[src/rtl/edfvd_pkg.sv]
// Shared types, codes and constants for the EDF-VD schedulability check unit.
package edfvd_pkg;

  typedef struct packed {
    logic [1:0]  task_level;
    logic [7:0]  task_core;
    logic [15:0] util_0;
    logic [15:0] util_1;
    logic [15:0] util_2;
    logic [15:0] util_3;
    logic        last_task;
  } in_t;

  typedef struct packed {
    logic [1:0]  verdict;
    logic [1:0]  level_k;
    logic [23:0] x_scale;
  } out_t;

  localparam logic [1:0]  VERDICT_FAIL = 2'd0;
  localparam logic [1:0]  VERDICT_EDF  = 2'd1;
  localparam logic [1:0]  VERDICT_VD   = 2'd2;

  localparam logic [16:0] ONE_Q16     = 17'd65536;
  localparam logic [23:0] SAT24       = 24'hFFFFFF;
  localparam int          UTIL_FIELDS = 4;

  typedef enum logic [3:0] {
    ST_LOAD, ST_SCAN, ST_EVAL, ST_KMUL, ST_KCMP, ST_DIVL, ST_DIVR, ST_FIN, ST_OUT
  } state_e;

  typedef enum logic [1:0] {RES_FAIL, RES_EDF, RES_SAT, RES_DIV} res_e;

  typedef struct packed {
    logic acc_en;
    logic scan_init;
    logic scan_en;
    logic mat_clr;
    logic k_init;
    logic k_mul;
    logic k_step;
    logic div_start;
    logic div_sel;
    logic left_ld;
    logic res_ld;
    res_e res_kind;
    logic out_push;
  } cmd_t;

  typedef struct packed {
    logic scan_last;
    logic infeasible;
    logic edf_ok;
    logic k_pass;
    logic k_last;
    logic a_zero;
    logic div_done;
    logic out_free;
  } sts_t;

endpackage

[src/rtl/edf_vd_schedulability_check_unit.sv]
// Top level of the EDF-VD mixed-criticality schedulability check unit.
//
// Usage:
//  - Input channel (in_valid_i/in_ready_o/in_data_i) takes one task per
//    transaction. Tasks whose task_core equals the configured core are added
//    row by row into a LEVELS x LEVELS saturating sum matrix, one task a cycle.
//  - A task with last_task set closes the set. The unit then stops taking
//    transactions while it runs the test: a scan of the matrix rows, a
//    decision and, when needed, a ratio test per level k (product, then
//    compare) and two serial divisions at one quotient bit per cycle. One
//    result transaction then appears on out_valid_o/out_ready_i/out_data_o.
//  - The result sits in an output register; loading of the next set resumes
//    while it waits. A stalled receiver only holds the unit once a second
//    result is ready behind it.
//  - cfg_we_i/cfg_data_i writes the core select register (reset 0).
//  - Reset clears the matrix, the core select and all handshake state; the
//    matrix is also cleared after every test.
module edf_vd_schedulability_check_unit #(
  parameter int LEVELS = 4
) (
  input  logic            clk_i,
  input  logic            rst_ni,
  input  logic            in_valid_i,
  output logic            in_ready_o,
  input  edfvd_pkg::in_t  in_data_i,
  output logic            out_valid_o,
  input  logic            out_ready_i,
  output edfvd_pkg::out_t out_data_o,
  input  logic            cfg_we_i,
  input  logic [7:0]      cfg_data_i
);
  import edfvd_pkg::*;

  cmd_t cmd;
  sts_t sts;

  edfvd_ctrl u_ctrl (
    .clk_i,
    .rst_ni,
    .in_valid_i,
    .in_last_i  (in_data_i.last_task),
    .in_ready_o,
    .sts_i      (sts),
    .cmd_o      (cmd)
  );

  edfvd_dp #(.LEVELS(LEVELS)) u_dp (
    .clk_i,
    .rst_ni,
    .in_data_i,
    .cfg_we_i,
    .cfg_data_i,
    .cmd_i      (cmd),
    .sts_o      (sts),
    .out_ready_i,
    .out_valid_o,
    .out_data_o
  );
endmodule

[src/rtl/edfvd_div.sv]
// Restoring radix-2 unsigned divider, one quotient bit per cycle.
module edfvd_div #(
  parameter int NW = 41,
  parameter int DW = 17
) (
  input  logic          clk_i,
  input  logic          rst_ni,
  input  logic          start_i,
  input  logic [NW-1:0] dividend_i,
  input  logic [DW-1:0] divisor_i,
  output logic          done_o,
  output logic [NW-1:0] quotient_o
);
  localparam int CW = $clog2(NW);

  logic          busy_q, done_q;
  logic [CW-1:0] cnt_q;
  logic [DW-1:0] rem_q, dvs_q;
  logic [NW-1:0] quo_q;
  logic [DW:0]   rem_sh, rem_sub;
  logic          qbit;

  always_comb begin
    rem_sh  = {rem_q, quo_q[NW-1]};
    rem_sub = rem_sh - {1'b0, dvs_q};
    qbit    = rem_sh >= {1'b0, dvs_q};
  end

  always_ff @(posedge clk_i or negedge rst_ni) begin
    if (!rst_ni) begin
      busy_q <= 1'b0;
      done_q <= 1'b0;
      cnt_q  <= '0;
    end else begin
      done_q <= 1'b0;
      if (start_i) begin
        busy_q <= 1'b1;
        cnt_q  <= '0;
      end else if (busy_q) begin
        cnt_q <= cnt_q + 1'b1;
        if (cnt_q == CW'(NW - 1)) begin
          busy_q <= 1'b0;
          done_q <= 1'b1;
        end
      end
    end
  end

  always_ff @(posedge clk_i) begin
    if (start_i) begin
      rem_q <= '0;
      dvs_q <= divisor_i;
      quo_q <= dividend_i;
    end else if (busy_q) begin
      rem_q <= qbit ? rem_sub[DW-1:0] : rem_sh[DW-1:0];
      quo_q <= {quo_q[NW-2:0], qbit};
    end
  end

  assign done_o     = done_q;
  assign quotient_o = quo_q;
endmodule

[src/rtl/edfvd_dp.sv]
// Datapath: sum matrix, column/diagonal scan, ratio test and result registers.
module edfvd_dp #(
  parameter int LEVELS = 4
) (
  input  logic            clk_i,
  input  logic            rst_ni,
  input  edfvd_pkg::in_t  in_data_i,
  input  logic            cfg_we_i,
  input  logic [7:0]      cfg_data_i,
  input  edfvd_pkg::cmd_t cmd_i,
  output edfvd_pkg::sts_t sts_o,
  input  logic            out_ready_i,
  output logic            out_valid_o,
  output edfvd_pkg::out_t out_data_o
);
  import edfvd_pkg::*;

  localparam int RW = $clog2(LEVELS);
  localparam int SW = 24 + $clog2(LEVELS);
  localparam int NW = SW + 16;
  localparam int DW = 17;
  localparam int PW = 16 + SW;

  logic [7:0]    core_q;
  logic [23:0]   mat_q   [LEVELS][LEVELS];
  logic [24:0]   acc_sum [LEVELS];
  logic [23:0]   acc_row [LEVELS];
  logic [15:0]   util    [UTIL_FIELDS];
  logic [RW-1:0] lvl_idx;
  logic          acc_hit;

  logic [RW-1:0] r_q, k_q, k_nx;
  logic [SW-1:0] col_q [LEVELS];
  logic [23:0]   d_q   [LEVELS];
  logic [SW-1:0] dsum_q, a_q, c_q, b_w, c_w;
  logic [16:0]   oma_q, omb_q, oma_w, omb_w;
  logic          ok_q, ok_w, inf_w;
  logic [PW-1:0] p1_q;
  logic [33:0]   p2_q;

  logic [NW-1:0] dividend, quo, left_q, half;
  logic [DW-1:0] divisor;
  logic [NW:0]   xsum;
  logic [23:0]   x_w;
  logic          div_done;
  out_t          res_q, out_q;
  logic          out_valid_q;

  assign util[0] = in_data_i.util_0;
  assign util[1] = in_data_i.util_1;
  assign util[2] = in_data_i.util_2;
  assign util[3] = in_data_i.util_3;
  assign lvl_idx = RW'(in_data_i.task_level);
  assign acc_hit = cmd_i.acc_en && (in_data_i.task_core == core_q) &&
                   (int'(in_data_i.task_level) < LEVELS);

  // Per-lane saturating add of the incoming row.
  for (genvar lv = 0; lv < LEVELS; lv++) begin : g_acc
    if (lv < UTIL_FIELDS) begin : g_u
      assign acc_sum[lv] = {1'b0, mat_q[lvl_idx][lv]} + 25'(util[lv]);
    end else begin : g_z
      assign acc_sum[lv] = {1'b0, mat_q[lvl_idx][lv]};
    end
    assign acc_row[lv] = acc_sum[lv][24] ? SAT24 : acc_sum[lv][23:0];
  end

  always_ff @(posedge clk_i or negedge rst_ni) begin
    if (!rst_ni) begin
      core_q <= '0;
    end else if (cfg_we_i) begin
      core_q <= cfg_data_i;
    end
  end

  always_ff @(posedge clk_i or negedge rst_ni) begin
    if (!rst_ni) begin
      for (int i = 0; i < LEVELS; i++)
        for (int j = 0; j < LEVELS; j++)
          mat_q[i][j] <= '0;
    end else if (cmd_i.mat_clr) begin
      for (int i = 0; i < LEVELS; i++)
        for (int j = 0; j < LEVELS; j++)
          mat_q[i][j] <= '0;
    end else if (acc_hit) begin
      for (int lv = 0; lv < LEVELS; lv++)
        mat_q[lvl_idx][lv] <= acc_row[lv];
    end
  end

  always_ff @(posedge clk_i or negedge rst_ni) begin
    if (!rst_ni) begin
      r_q <= '0;
      k_q <= '0;
    end else begin
      if (cmd_i.scan_init) r_q <= '0;
      else if (cmd_i.scan_en) r_q <= r_q + 1'b1;
      if (cmd_i.k_init) k_q <= '0;
      else if (cmd_i.k_step) k_q <= k_nx;
    end
  end

  assign k_nx  = k_q + 1'b1;
  assign b_w   = dsum_q - a_q;
  assign c_w   = col_q[k_q] - SW'(d_q[k_q]);
  assign oma_w = ONE_Q16 - a_q[16:0];
  assign omb_w = ONE_Q16 - b_w[16:0];
  assign ok_w  = (a_q < SW'(ONE_Q16)) && (b_w <= SW'(ONE_Q16));

  // Scan accumulates columns from the diagonal down plus the diagonal itself.
  always_ff @(posedge clk_i) begin
    if (cmd_i.scan_init) begin
      dsum_q <= '0;
      for (int i = 0; i < LEVELS; i++) col_q[i] <= '0;
    end else if (cmd_i.scan_en) begin
      for (int i = 0; i < LEVELS; i++)
        if (int'(r_q) >= i) col_q[i] <= col_q[i] + SW'(mat_q[r_q][i]);
      d_q[r_q] <= mat_q[r_q][r_q];
      dsum_q   <= dsum_q + SW'(mat_q[r_q][r_q]);
    end
    if (cmd_i.k_init) a_q <= SW'(d_q[0]);
    else if (cmd_i.k_step) a_q <= a_q + SW'(d_q[k_nx]);
    if (cmd_i.k_mul) begin
      c_q   <= c_w;
      oma_q <= oma_w;
      omb_q <= omb_w;
      ok_q  <= ok_w;
      p1_q  <= PW'(a_q[15:0]) * PW'(c_w);
      p2_q  <= 34'(oma_w) * 34'(omb_w);
    end
    if (cmd_i.left_ld) left_q <= quo;
  end

  always_comb begin
    inf_w = 1'b0;
    for (int i = 0; i < LEVELS; i++)
      if (col_q[i] > SW'(ONE_Q16)) inf_w = 1'b1;
  end

  assign dividend = cmd_i.div_sel ? NW'({omb_q, 16'h0000}) : {c_q, 16'h0000};
  assign divisor  = cmd_i.div_sel ? a_q[16:0] : oma_q;

  edfvd_div #(.NW(NW), .DW(DW)) u_div (
    .clk_i,
    .rst_ni,
    .start_i    (cmd_i.div_start),
    .dividend_i (dividend),
    .divisor_i  (divisor),
    .done_o     (div_done),
    .quotient_o (quo)
  );

  assign xsum = {1'b0, left_q} + {1'b0, quo};
  assign half = xsum[NW:1];
  assign x_w  = (half > NW'(SAT24)) ? SAT24 : half[23:0];

  always_ff @(posedge clk_i) begin
    if (cmd_i.res_ld) begin
      case (cmd_i.res_kind)
        RES_EDF: res_q <= '{verdict: VERDICT_EDF, level_k: 2'(LEVELS - 1),
                            x_scale: 24'(ONE_Q16)};
        RES_SAT: res_q <= '{verdict: VERDICT_VD, level_k: 2'(k_q), x_scale: SAT24};
        RES_DIV: res_q <= '{verdict: VERDICT_VD, level_k: 2'(k_q), x_scale: x_w};
        default: res_q <= '{verdict: VERDICT_FAIL, level_k: 2'd0, x_scale: 24'd0};
      endcase
    end
    if (cmd_i.out_push) out_q <= res_q;
  end

  always_ff @(posedge clk_i or negedge rst_ni) begin
    if (!rst_ni) begin
      out_valid_q <= 1'b0;
    end else if (cmd_i.out_push) begin
      out_valid_q <= 1'b1;
    end else if (out_ready_i) begin
      out_valid_q <= 1'b0;
    end
  end

  assign out_valid_o = out_valid_q;
  assign out_data_o  = out_q;

  always_comb begin
    sts_o.scan_last  = (r_q == RW'(LEVELS - 1));
    sts_o.infeasible = inf_w;
    sts_o.edf_ok     = (dsum_q <= SW'(ONE_Q16));
    sts_o.k_pass     = ok_q && (p1_q < p2_q);
    sts_o.k_last     = (k_q == RW'(LEVELS - 2));
    sts_o.a_zero     = (a_q == '0);
    sts_o.div_done   = div_done;
    sts_o.out_free   = !out_valid_q || out_ready_i;
  end
endmodule

[src/rtl/edfvd_ctrl.sv]
// Controller FSM sequencing load, scan, ratio test, division and result hand-off.
module edfvd_ctrl (
  input  logic            clk_i,
  input  logic            rst_ni,
  input  logic            in_valid_i,
  input  logic            in_last_i,
  output logic            in_ready_o,
  input  edfvd_pkg::sts_t sts_i,
  output edfvd_pkg::cmd_t cmd_o
);
  import edfvd_pkg::*;

  state_e state_q, state_d;

  always_ff @(posedge clk_i or negedge rst_ni) begin
    if (!rst_ni) state_q <= ST_LOAD;
    else         state_q <= state_d;
  end

  always_comb begin
    state_d = state_q;
    unique case (state_q)
      ST_LOAD: if (in_valid_i && in_last_i) state_d = ST_SCAN;
      ST_SCAN: if (sts_i.scan_last) state_d = ST_EVAL;
      ST_EVAL: state_d = (sts_i.infeasible || sts_i.edf_ok) ? ST_OUT : ST_KMUL;
      ST_KMUL: state_d = ST_KCMP;
      ST_KCMP: begin
        if (sts_i.k_pass) state_d = sts_i.a_zero ? ST_OUT : ST_DIVL;
        else              state_d = sts_i.k_last ? ST_OUT : ST_KMUL;
      end
      ST_DIVL: if (sts_i.div_done) state_d = ST_DIVR;
      ST_DIVR: if (sts_i.div_done) state_d = ST_FIN;
      ST_FIN:  state_d = ST_OUT;
      ST_OUT:  if (sts_i.out_free) state_d = ST_LOAD;
      default: state_d = ST_LOAD;
    endcase
  end

  always_comb begin
    cmd_o      = '0;
    in_ready_o = 1'b0;
    unique case (state_q)
      ST_LOAD: begin
        in_ready_o      = 1'b1;
        cmd_o.acc_en    = in_valid_i;
        cmd_o.scan_init = in_valid_i && in_last_i;
      end
      ST_SCAN: cmd_o.scan_en = 1'b1;
      ST_EVAL: begin
        cmd_o.mat_clr = 1'b1;
        if (sts_i.infeasible) begin
          cmd_o.res_ld   = 1'b1;
          cmd_o.res_kind = RES_FAIL;
        end else if (sts_i.edf_ok) begin
          cmd_o.res_ld   = 1'b1;
          cmd_o.res_kind = RES_EDF;
        end else begin
          cmd_o.k_init = 1'b1;
        end
      end
      ST_KMUL: cmd_o.k_mul = 1'b1;
      ST_KCMP: begin
        if (sts_i.k_pass) begin
          if (sts_i.a_zero) begin
            cmd_o.res_ld   = 1'b1;
            cmd_o.res_kind = RES_SAT;
          end else begin
            cmd_o.div_start = 1'b1;
          end
        end else if (sts_i.k_last) begin
          cmd_o.res_ld   = 1'b1;
          cmd_o.res_kind = RES_FAIL;
        end else begin
          cmd_o.k_step = 1'b1;
        end
      end
      ST_DIVL: begin
        cmd_o.div_sel   = 1'b1;
        cmd_o.left_ld   = sts_i.div_done;
        cmd_o.div_start = sts_i.div_done;
      end
      ST_DIVR: cmd_o.div_sel = 1'b1;
      ST_FIN: begin
        cmd_o.res_ld   = 1'b1;
        cmd_o.res_kind = RES_DIV;
      end
      ST_OUT:  cmd_o.out_push = sts_i.out_free;
      default: cmd_o = '0;
    endcase
  end
endmodule

[config.mk]
export PLATFORM = sky130hd
export DESIGN_NAME = edf_vd_schedulability_check_unit
export DESIGN_NICKNAME = d
export VERILOG_FILES = /design/src/rtl/edfvd_pkg.sv /design/src/rtl/edf_vd_schedulability_check_unit.sv /design/src/rtl/edfvd_div.sv /design/src/rtl/edfvd_dp.sv /design/src/rtl/edfvd_ctrl.sv
export SDC_FILE = /design/constraint.sdc
export NUM_CORES = 2
export LEC_CHECK = 0
export ABC_AREA = 1
export ABC_CLOCK_PERIOD_IN_PS = 10600
export BUFFER_PORTS_ARGS = -buffer_cell sky130_fd_sc_hd__buf_2
export CAP_MARGIN = 20
export CORE_ASPECT_RATIO = 2
export CORE_UTILIZATION = 59
export CTS_CLUSTER_DIAMETER = 150
export DETAILED_ROUTE_END_ITERATION = 10
export HOLD_SLACK_MARGIN = 0.15
export PLACE_DENSITY = 0.78
export SYNTH_ARGS = -nofsm -noshare
export SYNTH_HDL_FRONTEND = slang
export SYNTH_SLANG_ARGS = --single-unit
[constraint.sdc]
create_clock -name clk_i -period 10.6 [get_ports clk_i]
set_clock_uncertainty 0.1 [all_clocks]
set_input_delay 0.53 -clock clk_i [delete_from_list [all_inputs] [get_ports clk_i]]
set_output_delay 0.53 -clock clk_i [all_outputs]
set_load 0.02 [all_outputs]
# Word-level counts from Yosys, hierarchy flattened
# Memories as Yosys holds them, arrays and structs flattened.
# Index checks and enable logic that the tools add are counted.
# word_totals
mem_count,2
ram_bits,200
output_inout_bits,30
inputBits,88
elab_cells,232
regBits,772
# mem_list
memory,depth,word_bits,read_ports,rd_clocked_by_memory_dff,write_ports,line,rtl
u_dp.col_q,4,26,5,0,4,edfvd_dp.sv:33,logic [SW-1:0] col_q [LEVELS];
u_dp.d_q,4,24,3,0,1,edfvd_dp.sv:34,logic [23:0] d_q [LEVELS];
# op_classes
bitwise_logic,6
eq_ne,20
n_addsub,19
order_cmp,16
n_mul,2
reduce_logical,17
muxes,107
# ops
op,n
bitwise mux 384 bit,4
demux 96 bit (select 2 bit),4
2-to-1 mux 384 bit,2
2-to-1 mux 96 bit,5
binary-select mux 96 bit (select 2 bit),2
2-to-1 mux 24 bit,10
adder 26 x 24 -> 26 bit,6
2-to-1 mux 42 bit,3
> comparator 26 x 17 -> 1 bit (second input constant),4
2-to-1 mux 26 bit,4
adder 24 x 16 -> 25 bit,4
case mux 28 bit (3 select lines),1
2-to-1 mux 72 bit,1
<= comparator 26 x 17 -> 1 bit (second input constant),2
binary-select mux 24 bit (select 2 bit),1
2-to-1 mux 48 bit,1
adder 42 x 42 -> 43 bit,1
> comparator 42 x 24 -> 1 bit (second input constant),1
< comparator 42 x 34 -> 1 bit,1
multiplier 16 x 26 -> 42 bit,1
2-to-1 mux 1 bit,42
2-to-1 mux 4 bit,9
case mux 4 bit (9 select lines),1
multiplier 17 x 17 -> 34 bit,1
38 further kinds,76

# Longest topological paths before layout
# logic_depth
ltp_word,12
ltp_mapped,45

# Hierarchy
# A second synthesis with hierarchy kept.
# unflattened
hier_cells,10776
area_unflattened_um2,84921.4
# modules_own_cells
mod,seq_area_each_um2,n_inst,cells_each,area_each_um2
edfvd_dp,24278.3,1,10108,79857.8
edfvd_div,2312.2,1,582,4600.7
edfvd_ctrl,100.1,1,86,462.9

# Least setup slack after synthesis
# Ideal clock, no wire load.
# synth_path
path_type,flip-flop to flip-flop
startpoint,reg u_ctrl.state_q[3]
endpoint,"reg u_dp.c_q[0], enable pin"
required_time_ns,9.695
arrival_time_ns,9.897
path_buffers,0
setup_ns,0.805
stages_incl_launch_ff,4
period_less_slack_ns,10.802
setup_slack_ns,-0.202
path_cell_list,dfrtp_1 nor2_1 inv_2 nor3_1
# synth_via
elab_chain_len,2
# synth_rtl
element,line,rtl
from (decl),edfvd_ctrl.sv:13,"state_e state_q, state_d;"
from (signal assigned),edfvd_ctrl.sv:17,else state_q <= state_d;
== test 4 x 2 -> 1 bit,edfvd_ctrl.sv:42,unique case (state_q)
2-to-1 mux 1 bit,edfvd_ctrl.sv:42,
to (signal assigned),edfvd_dp.sv:123,c_q <= c_w;
to (decl),edfvd_dp.sv:35,"logic [SW-1:0] dsum_q, a_q, c_q, b_w, c_w;"
# Every way passes these cells.
# A chain may end at the register's enable or synchronous reset.

# Worst setup path after layout
# layout_path
startpoint,reg u_dp.a_q[4]
endpoint,reg u_dp.p2_q[26] (data pin)
# layout_via
elab_chain_len,3
# layout_rtl
element,line,rtl
from (decl),edfvd_dp.sv:35,
from (signal assigned),edfvd_dp.sv:120,if (cmd_i.k_init) a_q <= SW'(d_q[0]);
from (signal assigned),edfvd_dp.sv:121,else if (cmd_i.k_step) a_q <= a_q + SW'(d_q[k_nx]);
subtractor 26 bit,edfvd_dp.sv:103,assign b_w = dsum_q - a_q;
subtractor 17 bit,edfvd_dp.sv:106,assign omb_w = ONE_Q16 - b_w[16:0];
net u_dp.omb_w[15],edfvd_dp.sv:36,"logic [16:0] oma_q, omb_q, oma_w, omb_w;"
multiplier 17 x 17 -> 34 bit,edfvd_dp.sv:128,p2_q <= 34'(oma_w) * 34'(omb_w);
to (signal assigned),edfvd_dp.sv:128,
to (decl),edfvd_dp.sv:39,logic [33:0] p2_q;
# The timed path passes the listed nets, and every way through them passes these cells.

==> results.cfg <==
[outcome]
status = finished with violations
failed_checks = design-rule violations

[yosys]
syn-cell-area_sq_mm = 0.0853
synthMuxAreaShare_pct = 0.0396
syn_avg_cell_area_sq_um = 7.90
synth_cells = 10800
synth_top_flop_cell = edfxtp_1
synth_nets = 12000
synthXorXnorAreaFrac_pct = 2.36
synth_edf_count = 518
synth_compound_area_share_pct = 14.8
synth_simple_gate_area_share_pct = 20.3
synth_cell_types = 74
synthArstFlopShare_pct = 42.1
ys_warn_count = 0
synth_top_family_by_area = adder cells
synthAdderAreaFrac_pct = 21.9
yosysSeqAreaShare_pct = 31.3
synth-seq-cells = 972

[cts]
worstSkewPairLatency_ns = 0.77
cts_tree = done
postCtsSetupBuffers = 0
ctsHtreeMaxLevel = 3
clockRootBuffer = clkbuf_16
clk_pin_slew_ns = 0.07
cts.sinks = 972
numCtsBuffers = 91
cts_buffer_depth = 3

[detailed_routing]
first_iter_violations = 7765
wire_per_inst_um = 28.0
drt_wl_total_mm = 358
drcViolationCount = 3
dr.pass1.iters = 10
vias = 81100
routed_via_density = 6.33
ant_nets = 0

[sta]
setup_tns_ns = 0
worst_pin_slew_ns = 1.41
min_period_ns = 10.33
slew_headroom_pct = 5.68
finalSetupViolCount = 0
hold_viol = 0
rsz0062_at_grt = no
slew_viol_final = 0
fmax_mhz = 96.8
fin_crit_sh_pct = 97.5

[floorplanning]
start_util_pct = 59.4
die_w_um = 271
io_pins = 118
coreArea_sq_mm = 0.144
die_height_um = 540
dieArea_sq_mm = 0.146
num_rows = 197

[worst_setup_path]
worstPathArrival_ns = 10.71
path_buf_inv = 3
path_max_fanout = 12
worstPathRequired_ns = 10.98
startpoint = u_dp.a_q[4]$_DFFE_PP_
worstSetupPathDepth = 34
cp-end-kind = register
r2r_end = u_dp.p2_q[26]$_DFFE_PP_
reg2reg_slack_ns = 0.27
path_class = reg -> reg
start_kind = register
slowest_delay_ns = 0.67
cpMostUsedCell = nand2_1
worst_path_max_delay_cell = fa_1
critPathTopFamily = adder cells
setup.worst_path.end = u_dp.p2_q[26]$_DFFE_PP_
r2r_start = u_dp.a_q[4]$_DFFE_PP_
rr_worst_depth = 34

[global_route]
grt_pass1_wl_mm = 523
grt_pass1_vias = 83500
antenna_found_initial = 19
grt_usage_pct = 49.1
grt_max_degree = 175
grt_overflow = 0

[finish]
utilization_pct = 63.9
final_layout_size_suffix_gt1_share_pct = 6.89
ff_latch_area_sq_mm = 0.0267
fillers = 12400
nets = 12100
area_delta_synth_final_pct = 7.59
multi_input_area_sq_mm = 0.0509

[place]
portBuffers = 117
gp_congestion = 1.07
hpwlAfterDp_mm = 275

[job]
cap_violations = 0

[worst_hold_path]
min-delay-path-class = in -> reg
-- area by class of cell --
cell class,count,area share [%]
clock inverters,61,0.810
flip-flops and latches,972,29.1
clock buffers,111,2.74
multi-input cells,7771,55.4
well taps,1890,2.58
diodes,13,0.0354
repair buffers,319,2.50
inverters,1668,6.84
-- through the flow --
stage	instances	worst slack [ns]	hold slack [ns]	cell area, sq um
finish	12800	0.269	0.184	91800
global route	12800	0.00707	0.208	91800
CTS	12800	0.602	0.196	91600
detailed placement	12600	0.617	0.305	88100
global placement	12600	0.488	0.303	88100
floorplan	10800	2.10	0.134	85300
-- cell families after synthesis --
logic type,count (synthesis)
buffers and inverters,2054
AND/OR/NAND/NOR,4196
XOR/XNOR,226
AO/OA/AOI/OAI,2193
adder cells (fa/ha/maj),1153
flip-flops,972
multiplexers,3
-- layer usage --
layer  part of all wire, %  global-route usage [%]
met1                    27                    40.5
met2                    49                    83.9
met3                   7.9                    12.6
met4                    17                    64.8
met5                 0.018                  0.0666
-- sequential cells by signal (all words and copies together) (netlist names), 2 cells and up --
| register | count |
|---|---|
| u_dp.a_q | 26 |
| u_dp.left_q | 42 |
| u_dp.u_div.cnt_q | 6 |
| u_dp.dsum_q | 26 |
| u_dp.c_q | 26 |
| u_dp.core_q | 8 |
| u_dp.d_q | 96 |
| u_ctrl.state_q | 4 |
| u_dp.col_q | 104 |
| u_dp.res_q | 28 |
| u_dp.out_data_o | 28 |
| u_dp.u_div.rem_q | 17 |
| u_dp.u_div.dvs_q | 17 |
| u_dp.k_q | 2 |
| u_dp.p2_q | 34 |
| u_dp.oma_q | 17 |
| u_dp.p1_q | 42 |
| u_dp.omb_q | 17 |
| u_dp.u_div.quotient_o | 42 |
| u_dp.r_q | 2 |
| u_dp.mat_q | 384 |
-- cell usage in the layout (no fill, tap or decap), types with 55 or more instances in the layout --
cell	n
a21oi_1	720
a22oi_1	133
a31oi_1	55
buf_2	116
buf_4	166
clkbuf_16	95
dfrtp_1	406
edfxtp_1	518
fa_1	572
ha_1	581
inv_1	1601
nand2_1	2508
nand3_1	253
nand4_1	98
nor2_1	1008
nor3_1	59
o21ai_0	714
o21ai_1	89
o22ai_1	162
or2_2	85
xnor2_1	73
xor2_1	150
-- how the worst min path moves through the flow --
stage                     cells past startpoint  slack, ns                            end                          from
after floorplan                               0       0.13  u_ctrl.state_q[0]$_DFFE_PN0P_                        rst_ni
after global placement                        0       0.30  u_dp.out_data_o[20]$_DFFE_PP_  u_dp.res_q[20]$_SDFFCE_PN0P_
after detailed placement                      0       0.31  u_dp.out_data_o[14]$_DFFE_PP_  u_dp.res_q[14]$_SDFFCE_PN0P_
after CTS                                     5       0.20      u_dp.mat_q[0]$_DFFE_PN0P_                  in_data_i[1]
after global routing                          5       0.21      u_dp.mat_q[0]$_DFFE_PN0P_                  in_data_i[1]
final                                         5       0.18      u_dp.mat_q[0]$_DFFE_PN0P_                  in_data_i[1]
-- Yosys cell counts, types with 163 or more instances --
| library cell | count | area share, % |
|---|---|---|
| clkbuf_1 | 278 | 1.2 |
| o21ai_0 | 719 | 4.2 |
| a21oi_1 | 721 | 4.2 |
| nand2_1 | 2509 | 11 |
| nor2_1 | 1018 | 4.5 |
| nand3_1 | 253 | 1.5 |
| ha_1 | 581 | 8.5 |
| dfrtp_1 | 409 | 12 |
| edfxtp_1 | 518 | 18 |
| inv_1 | 1604 | 7.1 |
| o22ai_1 | 163 | 1.2 |
| fa_1 | 572 | 13 |
-- worst reg2reg max path, delay by kind of cell, from the launching register on --
kind / cells / cell delay (ns)
AOI/OAI and AO/OA: 7 / 1.94
xor gates and xnor gates: 1 / 0.55
adders and majority gates: 8 / 3.88
buffers and inverters: 3 / 1.09
DFF: 1 / 0.39
and+or+nand+nor: 15 / 2.09
-- what timing repair did --
action | 4_1_cts | 5_1_grt
resized for setup | 0 | 2
setup endpoints to repair | 0 | 1
hold buffers | 23 | 0
hold endpoints to repair | 120 | 0
Power is not shown: default switching activity piles up to over one toggle a cycle in this logic, so the estimate is an artifact.
